==> config.mk <==
export PLATFORM = sky130hd
export DESIGN_NAME = sorted_key_table_unit
export DESIGN_NICKNAME = d
export VERILOG_FILES = /design/src/rtl/skt_pkg.sv /design/src/rtl/sorted_key_table_unit.sv /design/src/rtl/skt_cell.sv
export SDC_FILE = /design/constraint.sdc
export NUM_CORES = 2
export LEC_CHECK = 0
export BUFFER_PORTS_ARGS = -buffer_cell sky130_fd_sc_hd__clkbuf_2
export CAP_MARGIN = 25
export CELL_PAD_IN_SITES_DETAIL_PLACEMENT = 0
export CELL_PAD_IN_SITES_GLOBAL_PLACEMENT = 1
export CORE_ASPECT_RATIO = 1.5
export CORE_UTILIZATION = 30
export DETAILED_ROUTE_END_ITERATION = 7
export PLACE_DENSITY = 0.52
export SETUP_SLACK_MARGIN = 0.4
export SYNTH_ARGS = -nofsm -noshare
export SYNTH_HDL_FRONTEND = slang
export SYNTH_SLANG_ARGS = --single-unit
==> constraint.sdc <==
create_clock -name clk_i -period 15.8 [get_ports clk_i]
set_input_delay 0.79 -clock clk_i [delete_from_list [all_inputs] [get_ports clk_i]]
set_output_delay 0.79 -clock clk_i [all_outputs]
set_load 0.02 [all_outputs]
==> src/rtl/skt_pkg.sv <==
// Shared types and constants for the sorted key table.
`default_nettype none

package skt_pkg;

  localparam int unsigned KEY_W        = 32;
  localparam int unsigned PAY_W        = 32;
  localparam int unsigned OP_W         = 3;
  localparam int unsigned STATUS_W     = 2;
  localparam int unsigned COUNT_W      = 5;
  localparam int unsigned MAX_RESULTS  = 16;
  localparam int unsigned CAPACITY_DEF = 16;

  // tdata widths, packed and padded to whole bytes
  localparam int unsigned IN_DATA_W  = ((KEY_W + PAY_W + 7) / 8) * 8;
  localparam int unsigned OUT_FLD_W  = COUNT_W + KEY_W + PAY_W;
  localparam int unsigned OUT_DATA_W = ((OUT_FLD_W + 7) / 8) * 8;

  typedef enum logic [OP_W-1:0] {
    OP_INSERT = 3'd0,
    OP_DELETE = 3'd1,
    OP_SEARCH = 3'd2,
    OP_CLEAR  = 3'd3,
    OP_READ   = 3'd4
  } op_e;

  typedef enum logic [STATUS_W-1:0] {
    ST_OK        = 2'd0,
    ST_NOT_FOUND = 2'd1,
    ST_FULL      = 2'd2,
    ST_EMPTY     = 2'd3
  } status_e;

  typedef enum logic [1:0] {
    CELL_HOLD   = 2'd0,
    CELL_INSERT = 2'd1,
    CELL_DELETE = 2'd2,
    CELL_ROTATE = 2'd3
  } cell_op_e;

  typedef struct packed {
    logic     capture;  // latch compare flags against the incoming key
    cell_op_e op;
  } cell_ctrl_t;

endpackage

`default_nettype wire

==> src/rtl/sorted_key_table_unit.sv <==
// Sorted key table: control, result register and the chain of entry cells.
// Insert, delete, search, clear: applied in S_APPLY once the output register is free,
// result registered, then back to idle for the next request; compare flags latch in
// every cell at accept, the chain updates in S_APPLY. Read out: entries from the head,
// one per cycle plus output stalls, then the ring rotates back in place before the next request.
// Reset clears the entry count and control; cell contents are left as they are.
`default_nettype none

module sorted_key_table_unit import skt_pkg::*; #(
  parameter int unsigned CAPACITY = CAPACITY_DEF
) (
  input  wire                   clk_i,
  input  wire                   rst_ni,
  input  wire                   s_axis_tvalid_i,
  output logic                  s_axis_tready_o,
  // [31:0] key, [63:32] payload
  input  wire  [IN_DATA_W-1:0]  s_axis_tdata_i,
  // [2:0] operation
  input  wire  [OP_W-1:0]       s_axis_tuser_i,
  output logic                  m_axis_tvalid_o,
  input  wire                   m_axis_tready_i,
  // [4:0] entry_count, [36:5] out_key, [68:37] out_payload, [71:69] zero
  output logic [OUT_DATA_W-1:0] m_axis_tdata_o,
  // [1:0] status
  output logic [STATUS_W-1:0]   m_axis_tuser_o,
  output logic                  m_axis_tlast_o
);

  localparam int unsigned OccW = $clog2(CAPACITY + 1);
  localparam int unsigned CmpW = (OccW > COUNT_W + 1) ? OccW : COUNT_W + 1;

  typedef enum logic [3:0] {
    S_IDLE    = 4'b0001,
    S_APPLY   = 4'b0010,
    S_READ    = 4'b0100,
    S_RESTORE = 4'b1000
  } state_e;

  state_e state_q, state_d;
  logic [OccW-1:0] occ_q, occ_d;
  logic [OccW-1:0] rot_q, rot_d;
  op_e             op_q;
  logic signed [KEY_W-1:0] key_q;
  logic        [PAY_W-1:0] pay_q;

  logic                    out_valid_q;
  status_e                 out_status_q, out_status_d;
  logic [COUNT_W-1:0]      out_count_q, out_count_d;
  logic signed [KEY_W-1:0] out_key_q, out_key_d;
  logic [PAY_W-1:0]        out_pay_q, out_pay_d;
  logic                    out_last_q, out_last_d;
  logic                    out_load;
  logic                    out_free;

  logic                    accept;
  cell_ctrl_t              ctrl;
  logic signed [KEY_W-1:0] cell_key [CAPACITY];
  logic [PAY_W-1:0]        cell_pay [CAPACITY];
  logic [CAPACITY-1:0]     cell_ge;
  logic [CAPACITY-1:0]     cell_past;
  logic                    found;
  logic [CmpW-1:0]         occ_w;
  logic [CmpW-1:0]         n_m1;
  logic                    read_last;

  assign s_axis_tready_o = (state_q == S_IDLE);
  assign accept          = s_axis_tvalid_i && s_axis_tready_o;
  assign out_free        = !out_valid_q || m_axis_tready_i;
  assign found           = cell_past[CAPACITY-1];

  assign occ_w     = CmpW'(occ_q);
  assign n_m1      = (occ_w >= CmpW'(MAX_RESULTS)) ? CmpW'(MAX_RESULTS - 1) : occ_w - 1'b1;
  assign read_last = (CmpW'(rot_q) == n_m1);

  always_comb begin
    state_d      = state_q;
    occ_d        = occ_q;
    rot_d        = rot_q;
    ctrl.capture = accept;
    ctrl.op      = CELL_HOLD;
    out_load     = 1'b0;
    out_status_d = ST_OK;
    out_count_d  = COUNT_W'(occ_q);
    out_key_d    = '0;
    out_pay_d    = '0;
    out_last_d   = 1'b1;
    case (state_q)
      S_IDLE: begin
        if (accept) begin
          state_d = S_APPLY;
        end
      end
      S_APPLY: begin
        case (op_q)
          OP_INSERT: begin
            if (out_free) begin
              out_load = 1'b1;
              state_d  = S_IDLE;
              if (occ_q >= OccW'(CAPACITY)) begin
                out_status_d = ST_FULL;
              end else begin
                ctrl.op     = CELL_INSERT;
                occ_d       = occ_q + 1'b1;
                out_count_d = COUNT_W'(occ_d);
              end
            end
          end
          OP_DELETE: begin
            if (out_free) begin
              out_load = 1'b1;
              state_d  = S_IDLE;
              if (occ_q == '0) begin
                out_status_d = ST_EMPTY;
              end else if (!found) begin
                out_status_d = ST_NOT_FOUND;
              end else begin
                ctrl.op     = CELL_DELETE;
                occ_d       = occ_q - 1'b1;
                out_count_d = COUNT_W'(occ_d);
              end
            end
          end
          OP_SEARCH: begin
            if (out_free) begin
              out_load = 1'b1;
              state_d  = S_IDLE;
              if (occ_q == '0) begin
                out_status_d = ST_EMPTY;
              end else if (!found) begin
                out_status_d = ST_NOT_FOUND;
              end
            end
          end
          OP_CLEAR: begin
            if (out_free) begin
              out_load = 1'b1;
              state_d  = S_IDLE;
              if (occ_q == '0) begin
                out_status_d = ST_EMPTY;
              end else begin
                occ_d       = '0;
                out_count_d = '0;
              end
            end
          end
          OP_READ: begin
            if (occ_q == '0) begin
              if (out_free) begin
                out_load     = 1'b1;
                out_status_d = ST_EMPTY;
                state_d      = S_IDLE;
              end
            end else begin
              rot_d   = '0;
              state_d = S_READ;
            end
          end
          default: begin
            // unknown operation: drop it without a result
            state_d = S_IDLE;
          end
        endcase
      end
      S_READ: begin
        if (out_free) begin
          out_load   = 1'b1;
          out_key_d  = cell_key[0];
          out_pay_d  = cell_pay[0];
          out_last_d = read_last;
          ctrl.op    = CELL_ROTATE;
          rot_d      = rot_q + 1'b1;
          if (read_last) begin
            state_d = (rot_q == OccW'(CAPACITY - 1)) ? S_IDLE : S_RESTORE;
          end
        end
      end
      S_RESTORE: begin
        // advance the ring until every entry is back in its slot
        ctrl.op = CELL_ROTATE;
        rot_d   = rot_q + 1'b1;
        if (rot_q == OccW'(CAPACITY - 1)) begin
          state_d = S_IDLE;
        end
      end
      default: begin
        state_d = S_IDLE;
      end
    endcase
  end

  always_ff @(posedge clk_i or negedge rst_ni) begin
    if (!rst_ni) begin
      state_q     <= S_IDLE;
      occ_q       <= '0;
      rot_q       <= '0;
      out_valid_q <= 1'b0;
    end else begin
      state_q <= state_d;
      occ_q   <= occ_d;
      rot_q   <= rot_d;
      if (out_load) begin
        out_valid_q <= 1'b1;
      end else if (m_axis_tready_i) begin
        out_valid_q <= 1'b0;
      end
    end
  end

  always_ff @(posedge clk_i) begin
    if (accept) begin
      op_q  <= op_e'(s_axis_tuser_i);
      key_q <= s_axis_tdata_i[KEY_W-1:0];
      pay_q <= s_axis_tdata_i[KEY_W+PAY_W-1:KEY_W];
    end
    if (out_load) begin
      out_status_q <= out_status_d;
      out_count_q  <= out_count_d;
      out_key_q    <= out_key_d;
      out_pay_q    <= out_pay_d;
      out_last_q   <= out_last_d;
    end
  end

  for (genvar i = 0; i < CAPACITY; i++) begin : g_cell
    localparam int unsigned Left  = (i == 0) ? CAPACITY - 1 : i - 1;
    localparam int unsigned Right = (i == CAPACITY - 1) ? 0 : i + 1;
    logic prev_ge;
    logic prev_past;

    if (i == 0) begin : g_head
      assign prev_ge   = 1'b0;
      assign prev_past = 1'b0;
    end else begin : g_body
      assign prev_ge   = cell_ge[i-1];
      assign prev_past = cell_past[i-1];
    end

    skt_cell #(
      .OccW (OccW),
      .IDX  (i)
    ) u_cell (
      .clk_i       (clk_i),
      .ctrl_i      (ctrl),
      .occ_i       (occ_q),
      .cmp_key_i   (s_axis_tdata_i[KEY_W-1:0]),
      .new_key_i   (key_q),
      .new_pay_i   (pay_q),
      .left_key_i  (cell_key[Left]),
      .left_pay_i  (cell_pay[Left]),
      .right_key_i (cell_key[Right]),
      .right_pay_i (cell_pay[Right]),
      .prev_ge_i   (prev_ge),
      .prev_past_i (prev_past),
      .key_o       (cell_key[i]),
      .pay_o       (cell_pay[i]),
      .ge_o        (cell_ge[i]),
      .past_o      (cell_past[i])
    );
  end

  assign m_axis_tvalid_o = out_valid_q;
  assign m_axis_tuser_o  = out_status_q;
  assign m_axis_tlast_o  = out_last_q;
  assign m_axis_tdata_o  = {{(OUT_DATA_W - OUT_FLD_W){1'b0}}, out_pay_q, out_key_q, out_count_q};

endmodule

`default_nettype wire

==> src/rtl/skt_cell.sv <==
// One entry of the sorted table: key, payload and compare flags.
`default_nettype none

module skt_cell import skt_pkg::*; #(
  parameter int unsigned OccW = 5,
  parameter int unsigned IDX  = 0
) (
  input  wire                     clk_i,
  input  cell_ctrl_t              ctrl_i,
  input  wire        [OccW-1:0]   occ_i,
  input  wire signed [KEY_W-1:0]  cmp_key_i,
  input  wire signed [KEY_W-1:0]  new_key_i,
  input  wire        [PAY_W-1:0]  new_pay_i,
  input  wire signed [KEY_W-1:0]  left_key_i,
  input  wire        [PAY_W-1:0]  left_pay_i,
  input  wire signed [KEY_W-1:0]  right_key_i,
  input  wire        [PAY_W-1:0]  right_pay_i,
  input  wire                     prev_ge_i,
  input  wire                     prev_past_i,
  output logic signed [KEY_W-1:0] key_o,
  output logic        [PAY_W-1:0] pay_o,
  output logic                    ge_o,
  output logic                    past_o
);

  localparam bit IsHead = (IDX == 0);

  logic signed [KEY_W-1:0] key_q, key_d;
  logic        [PAY_W-1:0] pay_q, pay_d;
  logic                    less_q, match_q;
  logic                    occupied;

  assign occupied = (occ_i > OccW'(IDX));

  // an equal head key pushes the new entry to the second slot
  assign ge_o   = IsHead ? (!less_q && !match_q) : !less_q;
  assign past_o = prev_past_i || match_q;
  assign key_o  = key_q;
  assign pay_o  = pay_q;

  always_comb begin
    key_d = key_q;
    pay_d = pay_q;
    case (ctrl_i.op)
      CELL_INSERT: begin
        if (ge_o) begin
          if (prev_ge_i) begin
            key_d = left_key_i;
            pay_d = left_pay_i;
          end else begin
            key_d = new_key_i;
            pay_d = new_pay_i;
          end
        end
      end
      CELL_DELETE: begin
        if (past_o) begin
          key_d = right_key_i;
          pay_d = right_pay_i;
        end
      end
      CELL_ROTATE: begin
        key_d = right_key_i;
        pay_d = right_pay_i;
      end
      default: begin
      end
    endcase
  end

  always_ff @(posedge clk_i) begin
    key_q <= key_d;
    pay_q <= pay_d;
    if (ctrl_i.capture) begin
      less_q  <= occupied && (key_q < cmp_key_i);
      match_q <= occupied && (key_q == cmp_key_i);
    end
  end

endmodule

`default_nettype wire

==> impl_metrics.py <==
metrics = {
    "die": {
        "die_area_sq_um": 235800,
        "rows": 217,
        "core_area_sq_um": 232700,
        "io_pins": 148,
        "die_h_um": 594.2,
        "initial_core_util_pct": 30.14,
        "die_w_um": 396.8,
    },
    "timing": {
        "min_period_ns": 6.971,
        "tightest_slew_ns": 1.159,
        "drv_slew": 0,
        "slew_headroom_pct": 22.70,
        "fmax_mhz": 143.4,
        "finalCritPeriodShare_pct": 44.12,
        "setup_viol": 0,
        "fin_setup_tns_ns": 0,
        "rsz0062_at_grt": "no",
        "finalHoldViolCount": 0,
        "clock_skew_ns": 0.05798,
    },
    "clocking": {
        "clock_latency_ns": 0.84,
        "clk_path_buf_depth": 4,
        "cts_sinks": 1210,
        "cts_root_buf": "clkbuf_16",
        "post_cts.repair.setup_buffers": 0,
        "hold_buffers": 1,
        "cts-resized-gates": 0,
        "htreeDepth": 4,
        "cts_inserted_buffers": 150,
        "clkTransAtPathRegs_ns": 0.07,
        "cts_tree": "built",
    },
    "synthesis": {
        "synthFlopType": "edfxtp_1",
        "syn_area_per_cell_sq_um": 10.99,
        "ys_seq_elements": 1210,
        "synth_cells": 6380,
        "synthArstFlopShare_pct": 1.240,
        "synth.distinct_cells": 76,
        "ys_warn_count": 0,
        "synth_edf_count": 1195,
        "synthesis.area_sq_um": 70140,
        "synth_seq_area_share_pct": 51.70,
    },
    "detailed_routing": {
        "vias": 50530,
        "first_pass_iters": 8,
        "wl_um": 268100,
        "wire_per_inst_um": 28.02,
        "drtIter0Drc": 3993,
        "detail-route-antenna-nets": 0,
        "via_per_inst": 5.281,
        "drc": 18,
    },
    "place": {
        "portBuffers": 144,
        "place_inst": 9302,
        "dpl.hpwl_um": 172100,
        "gp_routability_congestion": 0.8724,
    },
    "power": {
        "power_density_nw_per_um2": 146.3,
        "power_leakage_nw": 28.85,
        "ir_drop_mv": 0.07961,
    },
    "setup_path": {
        "cp.required_ns": 16.31,
        "max_stage_delay_ns": 0.88,
        "worstSetupStartpointType": "flop",
        "crit_path_end_kind": "flop",
        "cp_max_fo": 272,
        "cp_common_cell": "buf_4",
        "cp_cell_sequence": "inv_1 -> ha_1 -> nor4b_2 -> nor2_1 -> o31ai_2 -> or2_1 -> buf_4 -> nand2_8 -> buf_4 -> buf_12 -> buf_4 -> buf_4 -> o21ai_0",
        "crit_arrival_ns": 7.48,
        "path_class": "flop to flop",
        "critPathSlowestCell": "buf_4",
    },
    "global_route": {
        "track_usage_pct": 22.30,
        "grt_pass1_vias": 51250,
        "grt_pass1_wl_um": 380500,
        "overflow": 0,
        "antenna_found_initial": 12,
        "grt_max_degree": 273,
    },
    "final_layout": {
        "drive_gt1_share_pct": 7.862,
        "instances_no_fill": 9568,
        "syn2layout_area_growth_pct": 12.32,
        "nets": 6986,
    },
    "run_status": {
        "violations": "DRC",
        "status": "complete, but fails checks",
    },
    "job": {
        "cap_violations": 0,
    },
    "hold_path": {
        "hp-class": "input pin to flop",
    },
}
==> path summary, 6_finish.rpt <==
kind	start	to	slack [ns]	depth (start not counted)
max	occ_q[0]	g_cell[2].u_cell.pay_o[26]	8.83	13
min	s_axis_tdata_i[51]	pay_q[19]	0.13	1
max reg2reg	occ_q[0]	g_cell[2].u_cell.pay_o[26]	8.83	13
min reg2reg	g_cell[15].u_cell.pay_o[28]	g_cell[14].u_cell.pay_o[28]	0.52	2
max in group asynchronous	rst_ni	state_q[0]	14.99	2
min in group asynchronous	rst_ni	occ_q[1]	0.42	2
==> cell families (layout without fill, tap and decap cells) <==
logic type                 count (synthesis)  in the layout  synth area share, %
AOI/OAI and AO/OA                       1454           1454                11.39
muxes                                    970            970                13.85
xor gates and xnor gates                   7              7              0.08742
adders and majority gates                520            520                9.277
buffers and inverters                    489            607                3.163
and+or+nand+nor                         1729           1729                10.53
DFF                                     1210           1210                51.70
other                                      1              5             0.005347
==> critical path, delay by kind of cell, from the launching register on <==
kind | cells | cell delay, ns
adder cells (fa/ha/maj) | 1 | 0.27
AND/OR/NAND/NOR | 4 | 1.29
flip-flops | 1 | 0.57
AO/OA/AOI/OAI | 2 | 0.37
buffers and inverters | 6 | 3.68
==> sequential cells by signal, summed over array words and instances (netlist names) <==
register               cells
g_cell.u_cell.key_o      512
g_cell.u_cell.pay_o      512
key_q                     32
out_key_q                 32
out_pay_q                 32
pay_q                     32
g_cell.u_cell.less_q      16
g_cell.u_cell.match_q     16
occ_q                      5
out_count_q                5
rot_q                      5
state_q                    4
op_q                       3
m_axis_tuser_o             2
m_axis_tlast_o             1
m_axis_tvalid_o            1
==> routing by layer <==
layer	routed length, um	up-vias	global-route usage [%]	part of all wire, %
met5	8	-	0	0.0030
met4	11930	2	9.098	4.4
met3	8966	397	2.306	3.3
met2	137600	1147	40.25	51
met1	109600	25320	26.74	41
li1	-	23660	-	-
==> synth_stat cells, types with 9 or more instances <==
| cell | instances | share of area [%] |
|---|---|---|
| a2111oi_0 | 10 | 0.12 |
| a211oi_1 | 34 | 0.36 |
| a21o_1 | 87 | 0.93 |
| a21oi_1 | 147 | 1.0 |
| a221oi_1 | 10 | 0.12 |
| a31oi_1 | 11 | 0.098 |
| and2_1 | 65 | 0.58 |
| and3_1 | 14 | 0.12 |
| and4_1 | 9 | 0.11 |
| buf_2 | 81 | 0.58 |
| buf_6 | 36 | 0.58 |
| clkbuf_1 | 295 | 1.6 |
| dfrtp_1 | 14 | 0.50 |
| edfxtp_1 | 1195 | 51 |
| ha_1 | 520 | 9.3 |
| inv_1 | 69 | 0.37 |
| mux2i_1 | 965 | 14 |
| nand2_1 | 1245 | 6.7 |
| nand2b_1 | 18 | 0.16 |
| nand3_1 | 59 | 0.42 |
| nand4_1 | 76 | 0.68 |
| nor2_1 | 110 | 0.59 |
| nor2b_1 | 29 | 0.26 |
| nor3_1 | 47 | 0.34 |
| nor4_1 | 23 | 0.21 |
| o211ai_1 | 20 | 0.21 |
| o21a_1 | 19 | 0.20 |
| o21ai_0 | 754 | 5.4 |
| o21ai_1 | 300 | 2.1 |
| o221ai_1 | 9 | 0.11 |
==> area by class of cell <==
type	count	area (sq um)
Sequential cell	1210	36260
Clock buffer	188	4024
Multi-Input combinational cell	4683	31970
Antenna cell	2	5.005
Inverter	69	259.0
Tap cell	3066	3836
Clock inverter	69	417.9
Fill cell	23390	153900
Timing Repair Buffer	281	2002
==> per-stage QoR <==
step / utilization (%) / hold WS [ns] / worst slack [ns] / instance area, sq um / total power [W]
after floorplan: - / 0.4942 / 8.258 / 70140 / 0.006911
after global placement: 31.82 / 0.5080 / 9.171 / 74030 / 0.008203
after detailed placement: 31.87 / 0.5199 / 9.009 / 74170 / 0.008274
after CTS: 33.79 / 0.06652 / 8.973 / 78620 / 0.01166
after global routing: 33.85 / 0.09341 / 8.316 / 78770 / 0.01206
final: 33.86 / 0.1269 / 8.829 / 78780 / 0.01153
==> cell usage in the layout, fill, tap and decap left out, types with 6 or more instances in the layout <==
| cell type | n |
|---|---|
| nand2_1 | 1244 |
| edfxtp_1 | 1195 |
| mux2i_1 | 965 |
| o21ai_0 | 754 |
| ha_1 | 520 |
| o21ai_1 | 300 |
| clkbuf_16 | 156 |
| a21oi_1 | 145 |
| clkbuf_2 | 144 |
| buf_4 | 118 |
| nor2_1 | 108 |
| a21o_1 | 87 |
| nand4_1 | 76 |
| inv_1 | 69 |
| and2_1 | 63 |
| nand3_1 | 59 |
| nor3_1 | 46 |
| clkinv_1 | 40 |
| clkbuf_1 | 32 |
| a211oi_1 | 30 |
| nor2b_1 | 29 |
| nor4_1 | 20 |
| o211ai_1 | 20 |
| o21a_1 | 19 |
| nand2b_1 | 18 |
| clkinv_2 | 15 |
| and3_1 | 14 |
| dfrtp_1 | 14 |
| a31oi_1 | 11 |
| a2111oi_0 | 9 |
| and4_1 | 9 |
| o221ai_4 | 8 |
| a221oi_1 | 8 |
| buf_16 | 8 |
| or3_1 | 7 |
| o2111ai_1 | 7 |
| buf_12 | 7 |
| a211o_1 | 6 |
==> where the power goes <==
group / switching (W) / internal, W
sequential: 0.000509 / 0.00432
clock: 0.00149 / 0.00185
combinational: 0.00220 / 0.00116
total: 0.00420 / 0.00733
(Power assumes the default switching activity.)
